[src/rtl/srr_pkg.sv]
package srr_pkg;

  // Store depth and beam count limit.
  localparam int RAY_DEPTH  = 1024;
  localparam int BEAM_LIMIT = 1024;

  // Field widths.
  localparam int IDX_W      = 10;
  localparam int RANGE_W    = 16;
  localparam int CNT_W      = 11;
  localparam int RAY_AW     = $clog2(RAY_DEPTH);
  localparam int NUM_W      = 2 * IDX_W;
  localparam int ACC_W      = IDX_W + RANGE_W;
  localparam int MEM_W      = RANGE_W + 1;
  localparam int CFG_IDX_W  = 3;
  localparam int CFG_DATA_W = 16;
  localparam int IN_TDATA_W  = 32;
  localparam int OUT_TDATA_W = 40;

  // Divider step counter: two quotient bits per step.
  localparam int STEP_W = 3;
  localparam logic [STEP_W-1:0] DIV_LAST_IDX = STEP_W'(IDX_W / 2 - 1);
  localparam logic [STEP_W-1:0] DIV_LAST_ACC = STEP_W'(RANGE_W / 2 - 1);

  // Item kinds.
  localparam logic FUNC_LOAD    = 1'b0;
  localparam logic FUNC_COMPUTE = 1'b1;

  // Configuration register indexes.
  localparam logic [CFG_IDX_W-1:0] REG_RAY_TOTAL    = 3'd0;
  localparam logic [CFG_IDX_W-1:0] REG_BEAM_TOTAL   = 3'd1;
  localparam logic [CFG_IDX_W-1:0] REG_RANGE_CEIL   = 3'd2;
  localparam logic [CFG_IDX_W-1:0] REG_RANGE_OFFSET = 3'd3;
  localparam logic [CFG_IDX_W-1:0] REG_CLOSE_LIMIT  = 3'd4;

  // Configuration reset values.
  localparam logic [CNT_W-1:0]   RST_RAY_TOTAL    = 11'd181;
  localparam logic [CNT_W-1:0]   RST_BEAM_TOTAL   = 11'd181;
  localparam logic [RANGE_W-1:0] RST_RANGE_CEIL   = 16'd8000;
  localparam logic [RANGE_W-1:0] RST_RANGE_OFFSET = 16'd0;
  localparam logic [RANGE_W-1:0] RST_CLOSE_LIMIT  = 16'd100;

  // Commands from the controller to the datapath.
  typedef struct packed {
    logic wr_ray;
    logic take_beam;
    logic div_load_idx;
    logic div_load_acc;
    logic div_step;
    logic rd_en;
    logic rd_sel_b;
    logic cap_quot;
    logic cap_ra;
    logic cap_rb;
    logic cap_close;
    logic out_load;
  } srr_cmd_t;

  // Status from the datapath to the controller.
  typedef struct packed {
    logic index_bad;
    logic close;
  } srr_sts_t;

endpackage

[src/rtl/srr_ctrl.sv]
module srr_ctrl import srr_pkg::*; (
  input  logic     clk,
  input  logic     rst,
  input  logic     s_valid,
  input  logic     s_func,
  output logic     s_ready,
  input  logic     m_ready,
  output logic     m_valid,
  input  srr_sts_t sts,
  output srr_cmd_t cmd
);

  localparam logic [3:0] S_IDLE = 4'd0;
  localparam logic [3:0] S_PREP = 4'd1;
  localparam logic [3:0] S_DIV1 = 4'd2;
  localparam logic [3:0] S_RDA  = 4'd3;
  localparam logic [3:0] S_RDB  = 4'd4;
  localparam logic [3:0] S_MULA = 4'd5;
  localparam logic [3:0] S_MULB = 4'd6;
  localparam logic [3:0] S_DIV2 = 4'd7;
  localparam logic [3:0] S_FIN  = 4'd8;

  logic [3:0]        state;
  logic [3:0]        state_next;
  logic [STEP_W-1:0] cnt;
  logic [STEP_W-1:0] cnt_next;

  assign s_ready = (state == S_IDLE);

  // Sequencer for one item.
  always_comb begin
    cmd        = '0;
    state_next = state;
    cnt_next   = cnt;
    case (state)
      S_IDLE: begin
        if (s_valid) begin
          if (s_func == FUNC_COMPUTE) begin
            cmd.take_beam = 1'b1;
            state_next    = S_PREP;
          end else begin
            cmd.wr_ray = 1'b1;
          end
        end
      end
      S_PREP: begin
        if (sts.index_bad) begin
          state_next = S_FIN;
        end else begin
          cmd.div_load_idx = 1'b1;
          cnt_next         = '0;
          state_next       = S_DIV1;
        end
      end
      S_DIV1: begin
        cmd.div_step = 1'b1;
        if (cnt == DIV_LAST_IDX) begin
          state_next = S_RDA;
        end else begin
          cnt_next = cnt + STEP_W'(1);
        end
      end
      S_RDA: begin
        cmd.rd_en    = 1'b1;
        cmd.cap_quot = 1'b1;
        state_next   = S_RDB;
      end
      S_RDB: begin
        cmd.rd_en    = 1'b1;
        cmd.rd_sel_b = 1'b1;
        cmd.cap_ra   = 1'b1;
        state_next   = S_MULA;
      end
      S_MULA: begin
        cmd.cap_rb = 1'b1;
        state_next = S_MULB;
      end
      S_MULB: begin
        cmd.cap_close = 1'b1;
        if (sts.close) begin
          cmd.div_load_acc = 1'b1;
          cnt_next         = '0;
          state_next       = S_DIV2;
        end else begin
          state_next = S_FIN;
        end
      end
      S_DIV2: begin
        cmd.div_step = 1'b1;
        if (cnt == DIV_LAST_ACC) begin
          state_next = S_FIN;
        end else begin
          cnt_next = cnt + STEP_W'(1);
        end
      end
      S_FIN: begin
        if (!m_valid || m_ready) begin
          cmd.out_load = 1'b1;
          state_next   = S_IDLE;
        end
      end
      default: begin
        state_next = S_IDLE;
      end
    endcase
  end

  // State, step counter and output valid.
  always_ff @(posedge clk) begin
    if (rst) begin
      state   <= S_IDLE;
      cnt     <= '0;
      m_valid <= 1'b0;
    end else begin
      state <= state_next;
      cnt   <= cnt_next;
      if (cmd.out_load) begin
        m_valid <= 1'b1;
      end else if (m_ready) begin
        m_valid <= 1'b0;
      end
    end
  end

  // A load item never leaves the idle state.
  a_load_stays_idle: assert property (@(posedge clk) disable iff (rst)
    (s_valid && s_ready && s_func == FUNC_LOAD) |=> (state == S_IDLE))
    else $error("load item left the idle state");

  // A finished result with a free output register is shown next cycle.
  a_fin_shows_result: assert property (@(posedge clk) disable iff (rst)
    (state == S_FIN && !m_valid) |=> (m_valid && state == S_IDLE))
    else $error("finished result not presented");

endmodule

[config.mk]
export PLATFORM = sky130hd
export DESIGN_NAME = srr_ctrl
export DESIGN_NICKNAME = d
export VERILOG_FILES = /design/src/rtl/srr_pkg.sv /design/src/rtl/srr_ctrl.sv
export SDC_FILE = /design/constraint.sdc
export NUM_CORES = 1
export LEC_CHECK = 0
export BUFFER_PORTS_ARGS = -buffer_cell sky130_fd_sc_hd__buf_4
export CELL_PAD_IN_SITES_DETAIL_PLACEMENT = 1
export CELL_PAD_IN_SITES_GLOBAL_PLACEMENT = 1
export CORE_UTILIZATION = 37
export DETAILED_ROUTE_END_ITERATION = 8
export GPL_ROUTABILITY_DRIVEN = 0
export GPL_TIMING_DRIVEN = 1
export PLACE_DENSITY_LB_ADDON = 0.1
export SLEW_MARGIN = 20
export SYNTH_ARGS = -nofsm -noshare
export SYNTH_HDL_FRONTEND = slang
export SYNTH_SLANG_ARGS = --single-unit
export TNS_END_PERCENT = 20
[constraint.sdc]
create_clock -name clk -period 2.4 [get_ports clk]
set_input_delay 0.36 -clock clk [delete_from_list [all_inputs] [get_ports clk]]
set_output_delay 0.36 -clock clk [all_outputs]
set_load 0.02 [all_outputs]
==> metrics, run 1 <==
TNS Setup 0 ns; worst setup path start state[3]$_SDFFE_PP0P_; Post-Route WL 1550 µm; Cells after Synth 82; Max clock buf depth 2; Max-cap violations 0; leading area contributor after synthesis dfxtp_1; Die X 43.6 µm; Initial Utilization 41.1%; CTS H-tree lvls 1; Root Driver clkbuf_4; Congestion Overflow GR 0; failing checks design-rule violations; Ant. Diodes 0; largest net degree at the start of global routing 17; Tot GR Track Use 19.5%; Synth cell types 30; outcome complete, but fails checks; layout cell share with drive strength beyond 1 28.3%; Seq pwr share 48.0%; Achievable Freq 495 MHz; Area Overhead vs Synth 25.4%; crit path launch type flip-flop; final number of setup-violating endpoints 0; CP Class reg2out; peak supply drop 0.000265 V; Fin Hold WS 0.346 ns; Worst setup EP type output port; Syn Nets 92; fin nets 111; worst-margin pin slew 0.514 ns; Inserted Clock Buffers 3; Worst EP required 2.04 ns; CP cell instances nand2b_1 > nor2_1 > or2_2 > buf_4; mapped cell area 641 µm²; DR iter-0 viols 10; Finished Layout Cells 115; slowest stage delay, CP 0.56 ns; CTS Hold Bufs 0; Worst EP arrival 1.66 ns; placed insts 112; initial antenna violation count 0; Setup WS pre-CTS 0.632 ns; post-CTS sizing 0; Clk pin slew, worst setup/hold paths 0.05 ns; Final Skew 0.00352 ns; first-pass GRT wire length 2710 µm; Avg Cell Area, Syn 7.81 µm²; largest cells by area after synthesis dfxtp_1 25%, nand2b_1 7.8%, mux2i_1 6.3%; pwr dens 357 nW/µm²; Setup crit end cmd[6]; Synth Register Bits 8; Slew headroom 65.7%; CP max FO 10; WL per Instance 13.4 µm; CP max-delay cell dfxtp_1; Int Power 0.000215 W; number of core rows 14; Max Slew Vio Count 0; Via density 5.54; Core Area 1560 µm²; detailed-route DRC error count 3; I/O Buffers 20; fillers 214; CTS sink count 8; die height 43.6 µm; number of detailed-route iterations in the first pass 6; Sw Ratio 25.1%; flop2flop setup slack 0.61 ns; Final WS setup 0.382 ns; RSZ-0062 raised after global routing no; FFs w/ async S/R, synth 0%; die area 1900 µm²; Comb power frac 16.5%; Final min period 2.02 ns; EDFF count, synth 0; Hold Crit Class in2reg; vias in the first global route 621; reg2reg end cnt[0]$_SDFFE_PP0P_; DRT antenna net count 0; Detail Placement HPWL 1240 µm; Primary FF master, synth dfxtp_1; IO Pins 21; TritonCTS clock tree done; worst r2r path cells 3; final hold violation count 0; NetSw 0.0000722 W; Post-synth top cells 8 x dfxtp_1, 8 x nand2b_1, 7 x nand2_1; post-CTS setup buffer count 0; period utilisation layout 84.1%; r2r startpoint state[1]$_SDFFE_PP0P_; Post-Route Utilization 51.5%; Vias 637; Synth warnings 0; Yosys top cell area share 25.0%; Seq/Total Area, Yosys 25.0%; Pleak 0.326 nW; worst-skew pair later-pin latency 0.25 ns; clock share of power 35.5%
## metrics by stage
step / cell area (µm²) / total power [W]
after global placement: 781 / 0.000187
after detailed placement: 781 / 0.000188
final: 803 / 0.000287
after CTS: 803 / 0.000292
after floorplan: 641 / 0.000169
after global routing: 803 / 0.000300
## area by class of cell
type / instances / area (µm²) / area share [%]
multi-input cells: 63 / 432 / 53.7
inverters: 5 / 18.8 / 2.34
clock buffers: 3 / 22.5 / 2.80
well taps: 16 / 20.0 / 2.49
flip-flops and latches: 8 / 160 / 19.9
repair buffers: 20 / 150 / 18.7
## worst min path at each step
stage,start,slack [ns],to,cells after the start
after global placement,cnt[0]$_SDFFE_PP0P_,0.48,cnt[0]$_SDFFE_PP0P_,2
after CTS,rst,0.34,state[0]$_SDFFE_PP0P_,2
after floorplan,cnt[1]$_SDFFE_PP0P_,0.47,cnt[1]$_SDFFE_PP0P_,2
after global routing,rst,0.35,state[0]$_SDFFE_PP0P_,2
final,rst,0.35,state[0]$_SDFFE_PP0P_,2
after detailed placement,cnt[0]$_SDFFE_PP0P_,0.50,cnt[0]$_SDFFE_PP0P_,2
## layer usage
metal / up-vias / share of wire [%] / GRT usage [%] / wire, µm
li1: 330 / - / - / -
met1: 293 / 45 / 24.0 / 695
met2: 12 / 51 / 33.1 / 783
met3: 2 / 3.4 / 1.25 / 52
met4: 0 / 0.97 / 11.3 / 15
met5: - / 0 / 0 / 0
## sequential cells by signal (all words and copies together) (netlist names)
| register | flops |
|---|---|
| cnt | 3 |
| m_valid | 1 |
| state | 4 |
## power by group through the flow
stage	sequential, W	clock [W]	combinational, W
floorplan	0.000138	0	0.0000313
global placement	0.000141	0	0.0000461
detailed placement	0.000141	0	0.0000476
CTS	0.000138	0.000106	0.0000478
global route	0.000138	0.000111	0.0000512
finish	0.000138	0.000102	0.0000473
## kinds of logic after synthesis
| kind of cell | Yosys count | synth area share (%) |
|---|---|---|
| compound gates | 17 | 21.7 |
| fa+ha+maj | 3 | 5.86 |
| buf+inv | 11 | 7.62 |
| flops | 8 | 25.0 |
| mux | 4 | 6.25 |
| simple gates | 39 | 33.6 |
## worst max-delay path: cells and delay by family, from the launching register on
family	cells	cell delay, ns
buf+inv	1	0.16
flops	1	0.56
simple gates	3	0.69
## cell usage in the layout, fill, tap and decap left out
master     count
or2_2          1
and3_1         2
nand2_1        7
o2bb2ai_1      1
nor2_1         5
o32ai_1        1
buf_4         20
ha_1           3
a311oi_1       1
or3_1          1
a2111oi_4      1
nor2b_1        3
o21a_1         1
clkbuf_4       3
o211ai_1       1
dfxtp_1        8
a21oi_1        3
a31oi_1        1
inv_1          5
nor4_1         2
nand2b_1       8
nor3_1         5
or2b_4         1
mux2i_1        4
nand3_1        3
o32ai_2        1
nor4_2         1
o21ai_0        5
a22oi_1        1
(Power assumes the default switching activity.)
==> inputs of run 2 (changes only) <==
--- a/config.mk
+++ b/config.mk
@@ -5,10 +5,11 @@
 export SDC_FILE = /design/constraint.sdc
 export NUM_CORES = 1
 export LEC_CHECK = 0
+export ABC_AREA = 1
 export BUFFER_PORTS_ARGS = -buffer_cell sky130_fd_sc_hd__buf_4
 export CELL_PAD_IN_SITES_DETAIL_PLACEMENT = 1
 export CELL_PAD_IN_SITES_GLOBAL_PLACEMENT = 1
-export CORE_UTILIZATION = 37
+export CORE_UTILIZATION = 29
 export DETAILED_ROUTE_END_ITERATION = 8
 export GPL_ROUTABILITY_DRIVEN = 0
 export GPL_TIMING_DRIVEN = 1
==> constraint.sdc (replaced) <==
create_clock -name clk -period 1.73 [get_ports clk]
set_input_delay 0.2595 -clock clk [delete_from_list [all_inputs] [get_ports clk]]
set_output_delay 0.2595 -clock clk [all_outputs]
set_load 0.02 [all_outputs]
==> metrics, run 2 <==
outcome finished, final reports clean; CP delay by family, top simple AND/OR/NAND/NOR gates; Int Power 0.000614 W; CTS Hold Bufs 0; post-CTS setup buffer count 0; WL per Instance 10.0 µm; number of core rows 16; EDFF count, synth 0; post-route cell area 850 µm²; die height 49.4 µm; Pwr Total 0.00123 W; mapped cell area 651 µm²; Post-synth top cells 28 x nand2_1, 17 x inv_1, 13 x nor2_1; leading area contributor after synthesis dfxtp_1; post-CTS sizing 0; slowest stage delay, CP 0.37 ns; Initial Utilization 31.9%; Tot GR Track Use 14.1%; Worst EP required 1.47 ns; worst r2r path cells 10; max reg flops 4; CP max FO 9; CTS sink count 8; Buffers & Inverters on Critical Path 2; FFs w/ async S/R, synth 0%; DRT antenna net count 0; Cells after Synth 106; fillers 306; Hold Crit Endpoint state[0]$_SDFFE_PP0P_; Worst EP arrival 1.31 ns; CP max-delay cell dfxtp_1; Sw Ratio 50.0%; number of detailed-route iterations in the first pass 4; Synth warnings 0; detailed-route DRC error count 0; post-placement cell area 827 µm²; NetSw 0.000614 W; largest net degree at the start of global routing 10; Avg Cell Area, Syn 6.14 µm²; Hold Crit Start rst; DR iter-0 viols 6; pwr dens 1450 nW/µm²; Max clock buf depth 2; reg2reg end cnt[0]$_SDFFE_PP0P_; Syn Nets 116; Yosys top cell area share 24.6%; IO Pins 21; r2r startpoint cnt[0]$_SDFFE_PP0P_; Seq pwr share 24.9%; Slew headroom 83.8%; Congestion Overflow GR 0; worst-skew pair later-pin latency 0.24 ns; area of the multi-input gates 412 µm²; flop2flop setup slack 0.28 ns; Synth Register Bits 8; CP Class reg2out; Pleak 0.503 nW; period utilisation layout 90.9%; Ant. Diodes 0; Regs by FF count state (4), cnt (3), m_valid (1); vias in the first global route 654; commonest non-fill, non-tap cell in the layout nand2_1; Clk pin slew, worst setup/hold paths 0.05 ns; Hold Crit Class in2reg; Max-cap violations 0; top-count cell post-synth nand2_1; clock share of power 11.0%; Final Skew 0.00334 ns; first-pass GRT wire length 2660 µm; initial antenna violation count 0; final number of setup-violating endpoints 0; die area 2440 µm²; crit path launch type flip-flop; Setup WS pre-CTS 0.279 ns; Post-Route WL 1550 µm; Post-Route Utilization 41.6%; Final min period 1.57 ns; largest cells by area after synthesis dfxtp_1 25%, nand2_1 16%, inv_1 9.8%; commonest non-fill, non-tap cells in the layout 28 x nand2_1, 20 x buf_4, 17 x inv_1, 13 x nor2_1, 11 x nand3_1; Via density 4.34; I/O Buffers 20; Root Driver clkbuf_4; fin nets 140; TritonCTS clock tree done; Die X 49.4 µm; layout cell share with drive strength beyond 1 29.7%; Area Overhead vs Synth 30.6%; Synth cell types 17; Worst setup EP type output port; Inserted Clock Buffers 3; peak supply drop 0.000660 V; final hold violation count 0; Primary FF master, synth dfxtp_1; worst-margin pin slew 0.242 ns; hold path depth 2; Achievable Freq 636 MHz; CP cell instances inv_1 > nor2_4 > nand2_1 > nand2_2 > buf_4; Comb power frac 64.1%; Top reg by flops state; register area 160 µm²; CTS H-tree lvls 1; Max Slew Vio Count 0; Detail Placement HPWL 1340 µm; Seq/Total Area, Yosys 24.6%; Core Area 2040 µm²; Vias 672; Final WS setup 0.157 ns; RSZ-0062 raised after global routing no; TNS Setup 0 ns
==> run 2: cell count changes after synthesis, sizes merged, moves of 4 or more <==
cell	before	now
inv	5	19
mux2i	4	0
nand2	7	33
nand2b	8	0
nand3	3	12
nor2	5	20
nor3	5	0
==> run 2: kinds of logic after synthesis <==
kind of cell | after synthesis | synth area share [%]
buf+inv | 20 | 12.1
simple gates | 68 | 52.1
flops | 8 | 24.6
fa+ha+maj | 3 | 5.77
compound gates | 7 | 5.38
==> run 2: layout make-up <==
cell class | instances | share of cell area [%]
Clock buffer | 3 | 2.65
Tap cell | 27 | 3.98
Multi-Input combinational cell | 78 | 48.5
Inverter | 19 | 8.39
Timing Repair Buffer | 20 | 17.7
Sequential cell | 8 | 18.9
==> run 2: worst max-delay path by stage <==
| stage | from | endpoint | depth (start not counted) |
|---|---|---|---|
| final | state[2]$_SDFFE_PP0P_ | cmd[7] | 5 |
| after detailed placement | cnt[0]$_SDFFE_PP0P_ | cnt[0]$_SDFFE_PP0P_ | 10 |
| after floorplan | state[3]$_SDFFE_PP0P_ | cmd[11] | 5 |
| after CTS | state[2]$_SDFFE_PP0P_ | cmd[7] | 5 |
| after global routing | state[0]$_SDFFE_PP0P_ | cmd[11] | 6 |
| after global placement | cnt[0]$_SDFFE_PP0P_ | cnt[0]$_SDFFE_PP0P_ | 10 |
==> run 2: power groups by stage <==
stage | registers (W) | clock network, W | logic (W)
global placement | 0.000304 | 0 | 0.000795
floorplan | 0.000294 | 0 | 0.000586
finish | 0.000306 | 0.000135 | 0.000787
CTS | 0.000306 | 0.000143 | 0.000799
detailed placement | 0.000310 | 0 | 0.000796
global route | 0.000315 | 0.000158 | 0.000893
==> run 2: per-stage QoR <==
| step | hold WS [ns] | instances |
|---|---|---|
| final | 0.191 | 155 |
| after global routing | 0.175 | 155 |
| after CTS | 0.190 | 155 |
| after detailed placement | 0.453 | 152 |
| after global placement | 0.450 | 152 |
| after floorplan | 0.329 | 106 |
==> run 2: per-layer routing <==
layer	global-route usage [%]	share of wire (%)	vias up	routed length, µm
met1	17.9	51	290	785
li1	-	-	370	-
met5	0	0	-	0
met3	0.935	2.7	0	42
met4	5.88	0	0	0
met2	24.2	47	12	723
